$ cat config.mk
export PLATFORM = sky130hd
export DESIGN_NAME = particle_sensor_frame_parser_unit
export DESIGN_NICKNAME = d
export VERILOG_FILES = /design/src/sv/psfp_pkg.sv /design/src/sv/particle_sensor_frame_parser_unit.sv /design/src/sv/psfp_core.sv
export SDC_FILE = /design/constraint.sdc
export NUM_CORES = 1
export LEC_CHECK = 0
export ABC_AREA = 1
export BUFFER_PORTS_ARGS = -buffer_cell sky130_fd_sc_hd__buf_2
export CAP_MARGIN = 20
export CORE_MARGIN = 1
export CORE_UTILIZATION = 23
export CTS_CLUSTER_DIAMETER = 30
export DETAILED_ROUTE_END_ITERATION = 8
export HOLD_SLACK_MARGIN = 0.06
export PLACE_DENSITY = 0.36
export SYNTH_ARGS = -nofsm -noshare
export SYNTH_HDL_FRONTEND = slang
export SYNTH_HIERARCHICAL = 1
export SYNTH_SLANG_ARGS = --single-unit
$ cat constraint.sdc
create_clock -name i_clk -period 6.02 [get_ports i_clk]
set_input_delay 0.602 -clock i_clk [delete_from_list [all_inputs] [get_ports i_clk]]
set_output_delay 0.602 -clock i_clk [all_outputs]
set_load 0.005 [all_outputs]
$ cat src/sv/psfp_pkg.sv
// shared types and constants for the particle sensor frame parser
// no dependencies
package psfp_pkg;

    localparam logic [7:0] START_BYTE   = 8'hAA;
    localparam logic [7:0] TAIL_BYTE    = 8'hAB;
    localparam logic [7:0] DATA_COMMAND = 8'hC0;

    // frame byte positions
    localparam logic [3:0] POS_HUNT    = 4'd0;
    localparam logic [3:0] POS_COMMAND = 4'd1;
    localparam logic [3:0] POS_DATA0   = 4'd2;
    localparam logic [3:0] POS_DATA3   = 4'd5;
    localparam logic [3:0] POS_SUM     = 4'd8;
    localparam logic [3:0] POS_TAIL    = 4'd9;

    localparam logic [15:0] READING_INVALID = 16'hFFFF;

    typedef enum logic [2:0] {
        ST_DISCARD  = 3'd0,
        ST_IN_FRAME = 3'd1,
        ST_UPDATED  = 3'd2,
        ST_OTHER    = 3'd3,
        ST_SUM_BAD  = 3'd4,
        ST_TAIL_BAD = 3'd5
    } t_frame_status;

    typedef struct packed {
        t_frame_status status;
        logic [15:0]   fine;
        logic [15:0]   coarse;
    } t_result;

endpackage

$ cat src/sv/particle_sensor_frame_parser_unit.sv
// channel  | direction | handshake         | beat payload
// input    | in        | i_valid / o_stall | i_rx_byte
// result   | out       | o_valid / i_stall | o_frame_status, o_fine_value, o_coarse_value
//
// one byte per cycle sustained while the result side does not stall
// byte register feeds the frame decode, whose result lands in the output register
// synchronous active-low reset: parser back to hunting, readings to 0xFFFF
// a stalled result holds; a new byte is still taken while the output register drains
// depends on psfp_pkg and psfp_core
module particle_sensor_frame_parser_unit (
    input  logic                    i_clk,
    input  logic                    i_rst_n,
    input  logic                    i_valid,
    output logic                    o_stall,
    input  logic [7:0]              i_rx_byte,
    output logic                    o_valid,
    input  logic                    i_stall,
    output psfp_pkg::t_frame_status o_frame_status,
    output logic [15:0]             o_fine_value,
    output logic [15:0]             o_coarse_value
);
    import psfp_pkg::*;

    logic    r_in_valid;
    logic [7:0] r_in_byte;
    logic    r_out_valid;
    t_result r_out;
    t_result core_result;
    logic    out_ready;
    logic    advance;

    assign out_ready = !r_out_valid || !i_stall;
    assign advance   = r_in_valid && out_ready;
    assign o_stall   = r_in_valid && !out_ready;

    always_ff @(posedge i_clk) begin
        if (!i_rst_n) begin
            r_in_valid <= 1'b0;
        end else if (!o_stall) begin
            r_in_valid <= i_valid;
        end
    end

    always_ff @(posedge i_clk) begin
        if (i_valid && !o_stall) begin
            r_in_byte <= i_rx_byte;
        end
    end

    psfp_core u_core (
        .i_clk     (i_clk),
        .i_rst_n   (i_rst_n),
        .i_advance (advance),
        .i_byte    (r_in_byte),
        .o_result  (core_result)
    );

    always_ff @(posedge i_clk) begin
        if (!i_rst_n) begin
            r_out_valid <= 1'b0;
        end else if (advance) begin
            r_out_valid <= 1'b1;
        end else if (!i_stall) begin
            r_out_valid <= 1'b0;
        end
    end

    always_ff @(posedge i_clk) begin
        if (advance) begin
            r_out <= core_result;
        end
    end

    assign o_valid        = r_out_valid;
    assign o_frame_status = r_out.status;
    assign o_fine_value   = r_out.fine;
    assign o_coarse_value = r_out.coarse;

endmodule

$ cat src/sv/psfp_core.sv
// frame tracking state and per-byte decode
// depends on psfp_pkg
module psfp_core (
    input  logic              i_clk,
    input  logic              i_rst_n,
    input  logic              i_advance,
    input  logic [7:0]        i_byte,
    output psfp_pkg::t_result o_result
);
    import psfp_pkg::*;

    logic [3:0]  r_pos,     n_pos;
    logic [7:0]  r_command, n_command;
    logic [7:0]  r_sum,     n_sum;
    logic [31:0] r_payload, n_payload;
    logic        r_sum_ok,  n_sum_ok;
    logic [15:0] r_fine,    n_fine;
    logic [15:0] r_coarse,  n_coarse;
    t_frame_status n_status;
    logic [1:0]  lane;

    assign lane = 2'(r_pos - POS_DATA0);

    always_comb begin
        n_pos     = r_pos;
        n_command = r_command;
        n_sum     = r_sum;
        n_payload = r_payload;
        n_sum_ok  = r_sum_ok;
        n_fine    = r_fine;
        n_coarse  = r_coarse;
        n_status  = ST_DISCARD;
        if (r_pos == POS_HUNT) begin
            if (i_byte == START_BYTE) begin
                n_pos    = POS_COMMAND;
                n_status = ST_IN_FRAME;
            end
        end else if (r_pos < POS_TAIL) begin
            if (r_pos == POS_COMMAND) begin
                n_command = i_byte;
            end else if (r_pos < POS_SUM) begin
                n_sum = (r_pos == POS_DATA0) ? i_byte : 8'(r_sum + i_byte);
                if (r_pos <= POS_DATA3) begin
                    case (lane)
                        2'd0:    n_payload[7:0]   = i_byte;
                        2'd1:    n_payload[15:8]  = i_byte;
                        2'd2:    n_payload[23:16] = i_byte;
                        2'd3:    n_payload[31:24] = i_byte;
                        default: n_payload        = r_payload;
                    endcase
                end
            end else begin
                n_sum_ok = (i_byte == r_sum);
            end
            n_pos    = 4'(r_pos + 4'd1);
            n_status = ST_IN_FRAME;
        end else begin
            // tail position, and any stray position past it
            if (i_byte != TAIL_BYTE) begin
                n_status = ST_TAIL_BAD;
            end else if (!r_sum_ok) begin
                n_status = ST_SUM_BAD;
            end else if (r_command == DATA_COMMAND) begin
                n_fine   = r_payload[15:0];
                n_coarse = r_payload[31:16];
                n_status = ST_UPDATED;
            end else begin
                n_status = ST_OTHER;
            end
            n_pos = POS_HUNT;
        end
    end

    always_ff @(posedge i_clk) begin
        if (!i_rst_n) begin
            r_pos    <= POS_HUNT;
            r_fine   <= READING_INVALID;
            r_coarse <= READING_INVALID;
        end else if (i_advance) begin
            r_pos    <= n_pos;
            r_fine   <= n_fine;
            r_coarse <= n_coarse;
        end
    end

    always_ff @(posedge i_clk) begin
        if (i_advance) begin
            r_command <= n_command;
            r_sum     <= n_sum;
            r_payload <= n_payload;
            r_sum_ok  <= n_sum_ok;
        end
    end

    assign o_result.status = n_status;
    assign o_result.fine   = n_fine;
    assign o_result.coarse = n_coarse;

endmodule

==> metrics.md, run 1 <==
| Metric | Value |
|---|---|
| Number of hold violations in the final report | `0` |
| Share of power burned in registers | `0.459` |
| Number of failing setup endpoints in the final timing report | `0` |
| List of most frequent post-synthesis cells | `115 x nand2_1, 101 x inv_1, 92 x edfxtp_1` |
| Post-synth net total | `605` |
| Path category of the worst min-delay check | `in2reg` |
| Total Routing Usage GR | `0.105` |
| Final setup margin | `2.91 ns` |
| Die outline height | `161 µm` |
| Post-detailed-route DRC marker count | `0` |
| Post-synth top flop | `edfxtp_1` |
| CTS Buf Count | `17` |
| Core area | `24,500 µm²` |
| Worst slew margin | `0.417` |
| Worst endpoint required time | `between 6 and 7 ns` |
| Largest stage delay on the critical path | `roughly 0.73 ns` |
| Count of maximum capacitance violations | `0` |
| Clock group share of total power | `0.490` |
| Detailed Routing Iterations Pass 1 | `5` |
| Drt total wl | `about 13 mm` |
| Worst Skew | `0.00873 ns` |
| Via count | `3,941` |
| Pre-CTS worst setup slack | `roughly 2.5 ns` |
| Final critical delay including setup and external delays | `between 3 and 4 ns` |
| Master cell of the clock root buffer | `clkbuf_16` |
| Final layout net count | `around 660` |
| Post-CTS setup buffers | `0` |
| Count of cell types in the netlist | `34` |
| Run status | `finished, final reports clean` |
| Most area-consuming cells after synthesis | `edfxtp_1 48%, dfxtp_1 13%, nand2_1 7.5%` |
| RSZ-0062 raised after global routing | `no` |
| Timing-limited maximum frequency | `about 320 MHz` |
| Worst-skew pair later-pin latency | `about 0.42 ns` |
| Share of synthesized registers carrying an async set or reset | `0` |
| Synth-to-Final Area Change | `20.3%` |
| Hold slack | `about 0.36 ns` |
| Post-synthesis mux area share | `0` |
| Antenna violations before repair | `0` |
| Max Fanout on Critical Path | `33` |
| Worst-path clk slew | `roughly 0.060 ns` |
| LEAKAGE | `roughly 3 nW` |
| Global-route wire length before repair | `slightly above 20 mm` |
| Arrival time at the worst endpoint | `approximately 3.2 ns` |
| Most common cell in the synthesized netlist | `nand2_1` |
| Combinational share of power | `0.051` |
| Iter 0 DRT Violations | `204` |
| TritonCTS clock tree | `built` |
| Synthesized netlist cell count | `roughly 580` |
| Switching Power | `around 0.00047 W` |
| Class of the most critical setup path | `reg2reg` |
| Complex-gate fraction of the synthesized area | `0.0481` |
| Post-detailed-route via-to-cell ratio | `just over 4` |
| Adder and majority gate portion of the synthesized area | `0.0273` |
| CTS H-tree depth | `4` |
| Sequential share of the synthesized area | `0.610` |
| Critical path capture point type | `register` |
| CTS Buffer Depth | `2` |
| Xor and xnor fraction of the mapped netlist area | `0.00152` |
| Routed length per placed instance | `about 13 µm` |
| Depth of the most critical reg-to-reg path | `7` |
| PwrDens | `~320 nW/µm²` |
| I/O pin total | `49` |
| Worst path cell trace | `inv_1 -> a21oi_4 -> buf_4 -> o21ai_0 -> nor3_2 -> o31ai_1 -> nor2_1` |
| Post-synthesis share of cell area spent on and, or, nand and nor gates | `0.223` |
| Total congestion overflow after global routing | `0` |
| Total standard cell area after synthesis | `5780 µm²` |
| Slew at the pin with the worst max-slew slack | `about 0.87 ns` |
| Slowest library cell on the worst path | `nor3_2` |
| P_int | `between 0.0015 and 0.002 W` |
| Fraction of final layout cells sized beyond drive strength 1 | `0.159` |
| Synthesized area divided by synthesized cell count | `around 9.9 µm²` |
| Startpoint class of the critical path | `register` |
| Final count of pins violating max slew | `0` |
| Net switching fraction of the power | `0.215` |
| HPWL reported at the end of detailed placement | `8.36 mm` |
| Vias in the first global route | `roughly 3.8k` |
| Post-route setup TNS | `0 ns` |
| Final period utilization | `0.517` |
| ANT nets after route | `0` |
| Post-synth EDFFs | `just over 90` |
| Largest area contributor in the netlist | `edfxtp_1` |
| Number of placement rows | `57` |
| Sink Count | `130` |
| Overall power | `0.00220 W` |
| Die Span X | `between 150 and 200 µm` |
| Final GP Congestion | `between 0.7 and 0.8` |
| PortBufs | `48` |
| Maximum number of pins on one net before global-route repair | `a little over 40` |
| Largest family of logic cells by synthesized area | `simple AND/OR/NAND/NOR gates` |
| WHS Path Cells | `1` |
| Number of register bits inferred by synthesis | `130` |
| Gates resized, CTS repair | `0` |
| Hold buffer count at cts | `0` |
| Die ar. | `25,800 µm²` |
| Initial standard-cell utilization of the core | `0.236` |
| Synth top area share | `0.478` |
| Peak supply drop | `around 0.00015 V` |
| Antenna diodes | `0` |
| Number of warning messages in the yosys log | `6` |
==> final timing paths <==
| path | start | slack [ns] | to |
|---|---|---|---|
| min reg2reg | u_core/r_fine[13] | 0.47 | u_core/r_fine[13] |
| min | i_rx_byte[7] | 0.36 | r_in_byte[7] |
| max reg2reg | r_in_valid | 2.91 | u_core/r_payload[9] |
| max | r_in_valid | 2.91 | u_core/r_payload[9] |
==> power by group through the flow <==
stage                     clock [W]  sequential [W]  combinational [W]
after floorplan                   0         0.00102          0.0000756
after global placement            0         0.00103           0.000110
after detailed placement          0         0.00103           0.000113
after CTS                   0.00111         0.00101           0.000113
after global routing        0.00115         0.00102           0.000128
final                       0.00108         0.00101           0.000112
==> layer usage <==
| layer | vias up | global-route usage | share of wire |
|---|---|---|---|
| met1 | 1830 | 0.136 | 0.48 |
| li1 | 1994 | - | - |
| met2 | 100 | 0.165 | 0.46 |
| met3 | 17 | 0.0271 | 0.049 |
| met5 | - | 0 | 0 |
| met4 | 0 | 0.0446 | 0.015 |
==> critical path, delay by kind of cell, from the launching register on <==
family / cells / cell delay (ns)
and+or+nand+nor: 2 / 1.28
AOI/OAI and AO/OA: 3 / 0.64
DFF: 1 / 0.34
buffers and inverters: 2 / 0.47
==> flip-flops by register name, indices dropped and copies added (netlist names) <==
register and count:
o_coarse_value 16, o_fine_value 16, o_frame_status 3, o_valid 1
r_in_byte 8, r_in_valid 1, u_core/r_coarse 16, u_core/r_command 8
u_core/r_fine 16, u_core/r_payload 32, u_core/r_pos 4, u_core/r_sum 8
u_core/r_sum_ok 1
==> stage by stage <==
step	cell area [µm²]	cells	utilization
6_report	6950	970	0.284
3_5_place_dp	6330	938	0.259
4_1_cts	6950	970	0.284
2_1_floorplan	5780	581	-
3_3_place_gp	6330	938	0.259
5_1_grt	6950	970	0.284
==> final cells by class <==
class | instances | area, µm²
Sequential cell | 130 | 3520
Tap cell | 324 | 405
Clock buffer | 20 | 437
Inverter | 104 | 390
Timing Repair Buffer | 52 | 270
Clock inverter | 12 | 181
Fill cell | 2534 | 17500
Multi-Input combinational cell | 328 | 1750
==> cells in the final DEF, fill, tap and decap left out, drive strengths merged <==
master and count:
nor2 23, ha 11, nand2 119, xnor2 1
nor3 4, a21oi 42, edfxtp 92, clkbuf 20
fa 1, a21boi 1, nand3 79, and2 32
o21ai 7, o31ai 1, a21o 1, dfxtp 38
clkinvlp 1, clkinv 8, nand4 2, bufinv 4
nor4 1, o22ai 1, or2 2, buf 52
inv 103
==> cell families (layout without fill, tap and decap cells) <==
kind of cell	Yosys count	in the layout
flops	130	130
compound gates	53	53
fa+ha+maj	12	12
xor+xnor	1	1
buf+inv	123	188
simple gates	262	262
No activity file was read; power rests on OpenSTA's default activity.
==> run 2: changes to the inputs <==
--- a/config.mk
+++ b/config.mk
@@ -5,7 +5,7 @@
 export SDC_FILE = /design/constraint.sdc
 export NUM_CORES = 1
 export LEC_CHECK = 0
-export ABC_AREA = 1
+export ABC_AREA = 0
 export BUFFER_PORTS_ARGS = -buffer_cell sky130_fd_sc_hd__buf_2
 export CAP_MARGIN = 20
 export CORE_MARGIN = 1
@@ -13,7 +13,7 @@
 export CTS_CLUSTER_DIAMETER = 30
 export DETAILED_ROUTE_END_ITERATION = 8
 export HOLD_SLACK_MARGIN = 0.06
-export PLACE_DENSITY = 0.36
+export PLACE_DENSITY = 0.37
 export SYNTH_ARGS = -nofsm -noshare
 export SYNTH_HDL_FRONTEND = slang
 export SYNTH_HIERARCHICAL = 1
==> constraint.sdc (replaced) <==
create_clock -name i_clk -period 2.8 [get_ports i_clk]
set_input_delay 0.28 -clock i_clk [delete_from_list [all_inputs] [get_ports i_clk]]
set_output_delay 0.28 -clock i_clk [all_outputs]
set_load 0.005 [all_outputs]
==> run 2 against run 1 <==
- design area decreased by 1.2%
- hold slack got worse by 0.27 ns
- clock skew increased by 0.0020 ns
- synthesized area decreased by 3.7%
- largest power group unchanged
- die area decreased by 3.7%
- non-clock buffer count increased by 22
- critical path type unchanged
- highest routed layer unchanged
- via count decreased by 9.1%
==> metrics.md, run 2 <==
| Metric | Value |
|---|---|
| Worst-skew pair later-pin latency | `0.41 ns (about the same)` |
| Worst endpoint required time | `2.96 ns (-3.10 ns)` |
| Number of placement rows | `56 (-1.8%)` |
| Number of register bits inferred by synthesis | `130 (unchanged)` |
| Xor and xnor fraction of the mapped netlist area | `0.00629 (+0.00478)` |
| Post-CTS setup buffers | `0 (unchanged)` |
| Post-detailed-route DRC marker count | `0 (unchanged)` |
| Number of fill cells | `2,381 (-6.0%)` |
| Synth-to-Final Area Change | `23.4%` |
| Synth top area share | `0.496 (+0.0185)` |
| Global Route met3 Usage | `0.0264 (-0.000686)` |
| Total Routing Usage GR | `0.115 (+0.0105)` |
| Final layout net count | `501 (-24%)` |
| Post-detailed-route via-to-cell ratio | `4.43 (+9.0%)` |
| Class of the most critical setup path | `reg2reg` |
| Post-synth net total | `438 (-28%)` |
| Startpoint class of the critical path | `register` |
| Final GP Congestion | `0.832 (+14%)` |
| Final count of pins violating max slew | `0 (unchanged)` |
| RSZ-0062 raised after global routing | `no` |
| Antenna diodes | `0 (unchanged)` |
| Met2 routing resource usage after global routing | `0.201 (+0.0365)` |
| Max FFs per register | `32 (unchanged)` |
| Hold buffer count at cts | `8 (+8)` |
| Run status | `finished, final reports clean` |
| Worst-path clk slew | `0.06 ns (about the same)` |
| Die Span X | `158 µm (-1.9%)` |
| Highest-utilization routing layer at the global route stage | `met2` |
| Iter 0 DRT Violations | `149 (-27%)` |
| Antenna violations before repair | `0 (unchanged)` |
| Initial standard-cell utilization of the core | `0.236 (-0.000612)` |
| Final period utilization | `0.834 (+0.317)` |
| Core area | `23,600 µm² (-3.5%)` |
| ANT nets after route | `0 (unchanged)` |
| Global Route met1 Usage | `0.136 (-0.000671)` |
| Number of failing setup endpoints in the final timing report | `0 (unchanged)` |
| Post-route setup TNS | `0 ns (unchanged)` |
| Number of hold violations in the final report | `0 (unchanged)` |
| Via count | `3,583 (-9.1%)` |
| Utilization after layout | `0.291 (+0.00673)` |
| Vias in the first global route | `3,749 (-2.6%)` |
| Worst Skew | `0.0108 ns (+0.00204 ns)` |
| Die ar. | `24,800 µm² (-3.7%)` |
| Master cell of the clock root buffer | `clkbuf_16` |
| Drt total wl | `13.4 mm (+5.3%)` |
| Worst slew margin | `0.487 (+0.0703)` |
| Largest area contributor in the netlist | `edfxtp_1` |
| Count of maximum capacitance violations | `0 (unchanged)` |
| Final critical delay including setup and external delays | `2.34 ns (-0.776 ns)` |
| Most area-consuming cells after synthesis | `edfxtp_1 50%, dfxtp_1 14%, mux2_4 8.1%` |
| CTS Buf Count | `17 (unchanged)` |
| Path category of the worst min-delay check | `in2reg` |
| Arrival time at the worst endpoint | `2.49 ns (-0.66 ns)` |
| Timing-limited maximum frequency | `428 MHz (+33%)` |
| HPWL reported at the end of detailed placement | `8.68 mm (+3.9%)` |
| Post-synthesis share of cell area spent on and, or, nand and nor gates | `0.101 (-0.122)` |
| Share of synthesized registers carrying an async set or reset | `0 (unchanged)` |
| PortBufs | `48 (unchanged)` |
| Critical path capture point type | `register` |
| Die outline height | `158 µm (-1.9%)` |
| Post-synth top flop | `edfxtp_1` |
| Total standard cell area after synthesis | `5570 µm² (-3.7%)` |
| Most common cell in the synthesized netlist | `edfxtp_1` |
| Total congestion overflow after global routing | `0 (unchanged)` |
| Register containing the most flip-flops in the final layout | `u_core/r_payload` |
| LEAKAGE | `2.34 nW (-21%)` |
| Synthesized netlist cell count | `414 (-29%)` |
| Peak supply drop | `0.000236 V (+53%)` |
| Maximum number of pins on one net before global-route repair | `45 (+9.8%)` |
| Largest family of logic cells by synthesized area | `compound AO/OA/AOI/OAI gates` |
| Sequential share of the synthesized area | `0.633 (+0.0236)` |
| Number of warning messages in the yosys log | `6 (unchanged)` |
| I/O pin total | `49 (unchanged)` |
| Routed length per placed instance | `16.6 µm (+26%)` |
| TritonCTS clock tree | `built` |
| CTS Buffer Depth | `2 (unchanged)` |
| Adder and majority gate portion of the synthesized area | `0.0283 (+0.00105)` |
| Count of cell types in the netlist | `52 (+53%)` |
| Global-route wire length before repair | `20.9 mm (+1.9%)` |
| Synthesized area divided by synthesized cell count | `13.4 µm² (+35%)` |
| Sink Count | `130 (unchanged)` |
| Max Fanout on Critical Path | `20 (-39%)` |
| Most frequent cells in the layout | `92 x edfxtp_1, 48 x buf_2, 38 x dfxtp_1` |
| Fraction of final layout cells sized beyond drive strength 1 | `0.280 (+0.120)` |
| Post-synthesis mux area share | `0.0870 (+0.0870)` |
| Detailed Routing Iterations Pass 1 | `4 (-1)` |
| Gates resized, CTS repair | `0 (unchanged)` |
| CTS H-tree depth | `4 (unchanged)` |
| Slew at the pin with the worst max-slew slack | `0.768 ns (-0.102 ns)` |
| Most frequent standard cell in the layout excluding fill and tap cells | `edfxtp_1` |
| Post-synth EDFFs | `92 (unchanged)` |
| List of most frequent post-synthesis cells | `92 x edfxtp_1, 38 x dfxtp_1, 35 x nor4_1` |
| PwrDens | `638 nW/µm² (+100%)` |
| Complex-gate fraction of the synthesized area | `0.111 (+0.0626)` |
==> run 2: changes by cell type after synthesis, sizes merged, moves of 5 or more <==
cell | before | now
nor2 | 23 | 10
and2 | 32 | 5
nor4 | 1 | 36
nand2 | 119 | 14
o21ai | 7 | 41
inv | 102 | 10
clkbuf | 6 | 20
a31oi | 0 | 34
nand3 | 79 | 2
a21oi | 42 | 6
nor2b | 0 | 5
mux2 | 0 | 33
o21a | 0 | 7
==> run 2: metrics by stage <==
step                      hold WS [ns]  std cells  setup slack (ns)  power (W)  instance area, µm²
after global routing            0.0786        809             0.320    0.00453                6870
after detailed placement         0.462        769             0.451    0.00226                6220
final                           0.0852        809             0.465    0.00438                6870
after CTS                       0.0670        809             0.444    0.00444                6870
after floorplan                  0.356        414           0.00945    0.00220                5580
after global placement           0.463        769             0.510    0.00226                6220
==> run 2: metal layers <==
layer	part of all wire	wire length (µm)
met1	0.46	6150
met4	0.021	287
met3	0.024	317
met2	0.50	6680
met5	0	0
==> run 2: path summary, 6_finish.rpt <==
| kind | startpoint | to | slack (ns) | cells past startpoint |
|---|---|---|---|---|
| setup reg to reg | u_core/r_pos[0] | o_fine_value[2] | 0.46 | 8 |
| hold / removal | i_valid | r_in_valid | 0.09 | 2 |
| hold reg to reg | u_core/r_coarse[7] | u_core/r_coarse[7] | 0.50 | 2 |
| setup / recovery | u_core/r_pos[0] | o_fine_value[2] | 0.46 | 8 |
==> run 2: final cells by class <==
type | count | area (µm²) | area share
Timing Repair Buffer | 74 | 468 | 0.0681
Multi-Input combinational cell | 243 | 1870 | 0.272
Inverter | 11 | 41.3 | 0.00601
Clock buffer | 22 | 464 | 0.0676
Tap cell | 319 | 399 | 0.0581
Sequential cell | 130 | 3520 | 0.513
Clock inverter | 10 | 109 | 0.0158
==> run 2: logic make-up (layout without fill, tap and decap cells) <==
| family | Yosys count | after routing |
|---|---|---|
| xor+xnor | 4 | 4 |
| flops | 130 | 130 |
| mux | 33 | 33 |
| fa+ha+maj | 12 | 12 |
| simple gates | 92 | 92 |
| buf+inv | 41 | 117 |
| compound gates | 102 | 102 |
==> run 2: report_power, final <==
| group | total [W] | internal [W] | switching, W |
|---|---|---|---|
| registers | 0.00208 | 0.00207 | 0.0000130 |
| clock network | 0.00216 | 0.00135 | 0.000810 |
| logic | 0.000142 | 0.0000508 | 0.0000915 |
==> run 2: critical path: stages (launching register included) <==
cell and delay [ns]:
dfxtp_1 0.34, inv_1 0.13, ha_1 0.29, nand2b_2 0.13, and2_1 0.20, and4_1 0.21, nand2_2 0.08, buf_4 0.35
mux2_4 0.33
==> run 3: changes to the inputs <==
--- a/config.mk
+++ b/config.mk
@@ -5,7 +5,7 @@
 export SDC_FILE = /design/constraint.sdc
 export NUM_CORES = 1
 export LEC_CHECK = 0
-export ABC_AREA = 0
+export ABC_AREA = 1
 export BUFFER_PORTS_ARGS = -buffer_cell sky130_fd_sc_hd__buf_2
 export CAP_MARGIN = 20
 export CORE_MARGIN = 1
@@ -13,7 +13,7 @@
 export CTS_CLUSTER_DIAMETER = 30
 export DETAILED_ROUTE_END_ITERATION = 8
 export HOLD_SLACK_MARGIN = 0.06
-export PLACE_DENSITY = 0.37
+export PLACE_DENSITY = 0.36
 export SYNTH_ARGS = -nofsm -noshare
 export SYNTH_HDL_FRONTEND = slang
 export SYNTH_HIERARCHICAL = 1
==> constraint.sdc (replaced) <==
create_clock -name i_clk -period 2.4 [get_ports i_clk]
set_input_delay 0.24 -clock i_clk [delete_from_list [all_inputs] [get_ports i_clk]]
set_output_delay 0.24 -clock i_clk [all_outputs]
set_load 0.005 [all_outputs]
==> run 3 against run 2 <==
- routed wire length is 1.1% higher
- largest power group is now sequential cells
- hold slack better by 0.032 ns
- design area is 4.4% higher
- critical path type unchanged
- clock power is 14% higher
==> metrics.md, run 3 (same netlist as run 1, synthesis figures left out) <==
| Metric | Value |
|---|---|
| Synth-to-Final Area Change | `24.1%` |
| Via count | `4,063 (+13%)` |
| PwrDens | `738 nW/µm² (+16%)` |
| TritonCTS clock tree | `built` |
| Area used by sequential logic in the layout | `3530 µm² (about the same)` |
| Number of failing setup endpoints in the final timing report | `0 (unchanged)` |
| Worst Skew | `0.0144 ns (+0.00364 ns)` |
| Maximum number of pins on one net before global-route repair | `46 (+2.2%)` |
| Timing-limited maximum frequency | `502 MHz (+17%)` |
| Total congestion overflow after global routing | `0 (unchanged)` |
| Routed length per placed instance | `13.7 µm (-18%)` |
| Drt total wl | `13.6 mm (+1.1%)` |
| Worst Hold End | `o_valid` |
| RSZ-0062 raised after global routing | `no` |
| Worst min-delay path startpoint | `i_stall` |
| Final layout net count | `680 (+36%)` |
| Worst slew margin | `0.622 (+0.135)` |
| Antenna diodes | `0 (unchanged)` |
| PortBufs | `48 (unchanged)` |
| Combinational share of power | `0.062 (+0.030)` |
| Startpoint class of the critical path | `register` |
| CTS Buffer Depth | `2 (unchanged)` |
| Share of power burned in registers | `0.475 (about the same)` |
| Most frequent cell on the critical path | `nand2_4` |
| Critical path capture point type | `register` |
| Non-filler instance count after layout | `993 (+23%)` |
| Iter 0 DRT Violations | `173 (+16%)` |
| Overall power | `0.00530 W (+21%)` |
| Slew at the pin with the worst max-slew slack | `0.567 ns (-0.201 ns)` |
| Logic depth of the worst path, buffers included | `8 (unchanged)` |
| Post-route setup TNS | `0 ns (unchanged)` |
| Global-route wire length before repair | `22.0 mm (+5.0%)` |
| Final period utilization | `0.831 (-0.00333)` |
| Final GP Congestion | `0.737 (-11%)` |
| Area taken by multi-input logic gates | `1790 µm² (-4.0%)` |
| Gates resized, CTS repair | `0 (unchanged)` |
| Number of placement rows | `57 (+1.8%)` |
| Detailed Routing Iterations Pass 1 | `4 (unchanged)` |
| Post-detailed-route DRC marker count | `0 (unchanged)` |
| Vias in the first global route | `4,175 (+11%)` |
| Worst-skew pair later-pin latency | `0.42 ns (about the same)` |
| Worst-path clk slew | `0.07 ns (about the same)` |
| LEAKAGE | `3.02 nW (+29%)` |
| Run status | `finished, final reports clean` |
| Class of the most critical setup path | `reg2reg` |
| WHS Path Cells | `3 (+1)` |
| Buf/Inv on CP | `2 (unchanged)` |
| Total Routing Usage GR | `0.113 (-0.00201)` |
| P_int | `0.00405 W (+17%)` |
| Placed cell area | `6530 µm² (+5.0%)` |
| Switching Power | `0.00125 W (+37%)` |
| Sink Count | `130 (unchanged)` |
| Post-route cell area | `7180 µm² (+4.4%)` |
| Worst path cell trace | `inv_1 -> ha_1 -> nand2_4 -> nand2_4 -> nor2_8 -> buf_12 -> nand3_1 -> and2_1` |
| Master cell of the clock root buffer | `clkbuf_16` |
| ANT nets after route | `0 (unchanged)` |
| Fraction of final layout cells sized beyond drive strength 1 | `0.188 (-0.0913)` |
| Net switching fraction of the power | `0.236 (+0.0271)` |
| Antenna violations before repair | `0 (unchanged)` |
| HPWL reported at the end of detailed placement | `8.87 mm (+2.2%)` |
| CTS Buf Count | `17 (unchanged)` |
| Depth of the most critical reg-to-reg path | `8 (unchanged)` |
| Core area | `24,500 µm² (+3.6%)` |
| Max Fanout on Critical Path | `24 (+20%)` |
| Die outline height | `161 µm (+1.9%)` |
| End of the worst register-to-register path | `o_coarse_value[4]` |
| Post-detailed-route via-to-cell ratio | `4.09 (-7.6%)` |
| Count of maximum capacitance violations | `0 (unchanged)` |
| Largest stage delay on the critical path | `0.38 ns (+0.03 ns)` |
| Post-CTS setup buffers | `0 (unchanged)` |
| Path category of the worst min-delay check | `in2reg` |
| I/O pin total | `49 (unchanged)` |
| Arrival time at the worst endpoint | `2.18 ns (-0.31 ns)` |
| Final critical delay including setup and external delays | `1.99 ns (-0.342 ns)` |
| Number of fill cells | `2,532 (+6.3%)` |
| Hold buffer count at cts | `9 (+1)` |
| Register containing the most flip-flops in the final layout | `u_core/r_payload` |
| Number of hold violations in the final report | `0 (unchanged)` |
| Clock group share of total power | `0.463 (-0.030)` |
| Peak supply drop | `0.000476 V (+100%)` |
| R2r setup slk | `0.41 ns (-0.06 ns)` |
| Launching point of the worst reg2reg path | `u_core/r_pos[1]` |
| Critical path origin | `u_core/r_pos[1]` |
| Initial standard-cell utilization of the core | `0.236 (+0.000612)` |
| Max FFs per register | `32 (unchanged)` |
| Die ar. | `25,800 µm² (+3.8%)` |
| Worst endpoint required time | `2.58 ns (-0.38 ns)` |
| Hold slack | `0.117 ns (+0.0317 ns)` |
| Final count of pins violating max slew | `0 (unchanged)` |
| CTS H-tree depth | `4 (unchanged)` |
| Category of cells accounting for the largest share of critical-path delay | `simple AND/OR/NAND/NOR gates` |
| Most frequent standard cell in the layout excluding fill and tap cells | `nand2_1` |
| Most frequent cells in the layout | `115 x nand2_1, 100 x inv_1, 92 x edfxtp_1` |
| Slowest library cell on the worst path | `dfxtp_1` |
| Number of placed cells counting well taps | `952 (+24%)` |
| Die Span X | `161 µm (+1.9%)` |
run 3: changes by cell type in the layout (fill, tap and decap cells not counted), moves of 29 or more:
cell,change
nand3_1,+68
mux2_4,-30
a21oi_1,+34
o21ai_1,-29
inv_1,+92
nor4_1,-34
nand2_1,+102
a31oi_1,-34
run 3: power groups by stage:
stage | clock network, W | registers (W) | logic (W)
after CTS | 0.00254 | 0.00252 | 0.000334
after global placement | 0 | 0.00256 | 0.000315
after detailed placement | 0 | 0.00256 | 0.000322
after global routing | 0.00263 | 0.00252 | 0.000375
after floorplan | 0 | 0.00257 | 0.000194
final | 0.00246 | 0.00252 | 0.000326
run 3: cell type report:
type | instances | share of cell area
clock buffers | 18 | 0.0598
clock inverters | 14 | 0.0181
inverters | 104 | 0.0544
multi-input cells | 328 | 0.250
flip-flops and latches | 130 | 0.491
well taps | 324 | 0.0565
repair buffers | 75 | 0.0701
run 3: worst max path at each step:
stage	slack (ns)	end
CTS	0.39	o_coarse_value[4]
global route	0.26	u_core/r_payload[29]
finish	0.41	o_coarse_value[4]
floorplan	-0.03	u_core/r_payload[0]
global placement	0.42	u_core/r_payload[0]
detailed placement	0.39	o_coarse_value[3]
run 3: through the flow:
| stage | setup WS (ns) | utilization |
|---|---|---|
| after floorplan | -0.0273 | - |
| after global placement | 0.424 | 0.267 |
| after detailed placement | 0.386 | 0.267 |
| after CTS | 0.389 | 0.293 |
| after global routing | 0.261 | 0.293 |
| final | 0.406 | 0.293 |
run 3: worst register-to-register path, stage by stage (launching register included):
cell,delay (ns)
dfxtp_1,0.38
inv_1,0.09
ha_1,0.28
nand2_4,0.14
nand2_4,0.09
nor2_8,0.25
buf_12,0.21
nand3_1,0.13
and2_1,0.18
run 3: per-layer routing:
layer  global-route usage  up-vias  routed length, µm
li1                     -     2044                  -
met1                0.138     1930               6470
met2                0.187       64               6370
met3               0.0307       25                472
met4               0.0502        0                274
met5                    0        -                  0
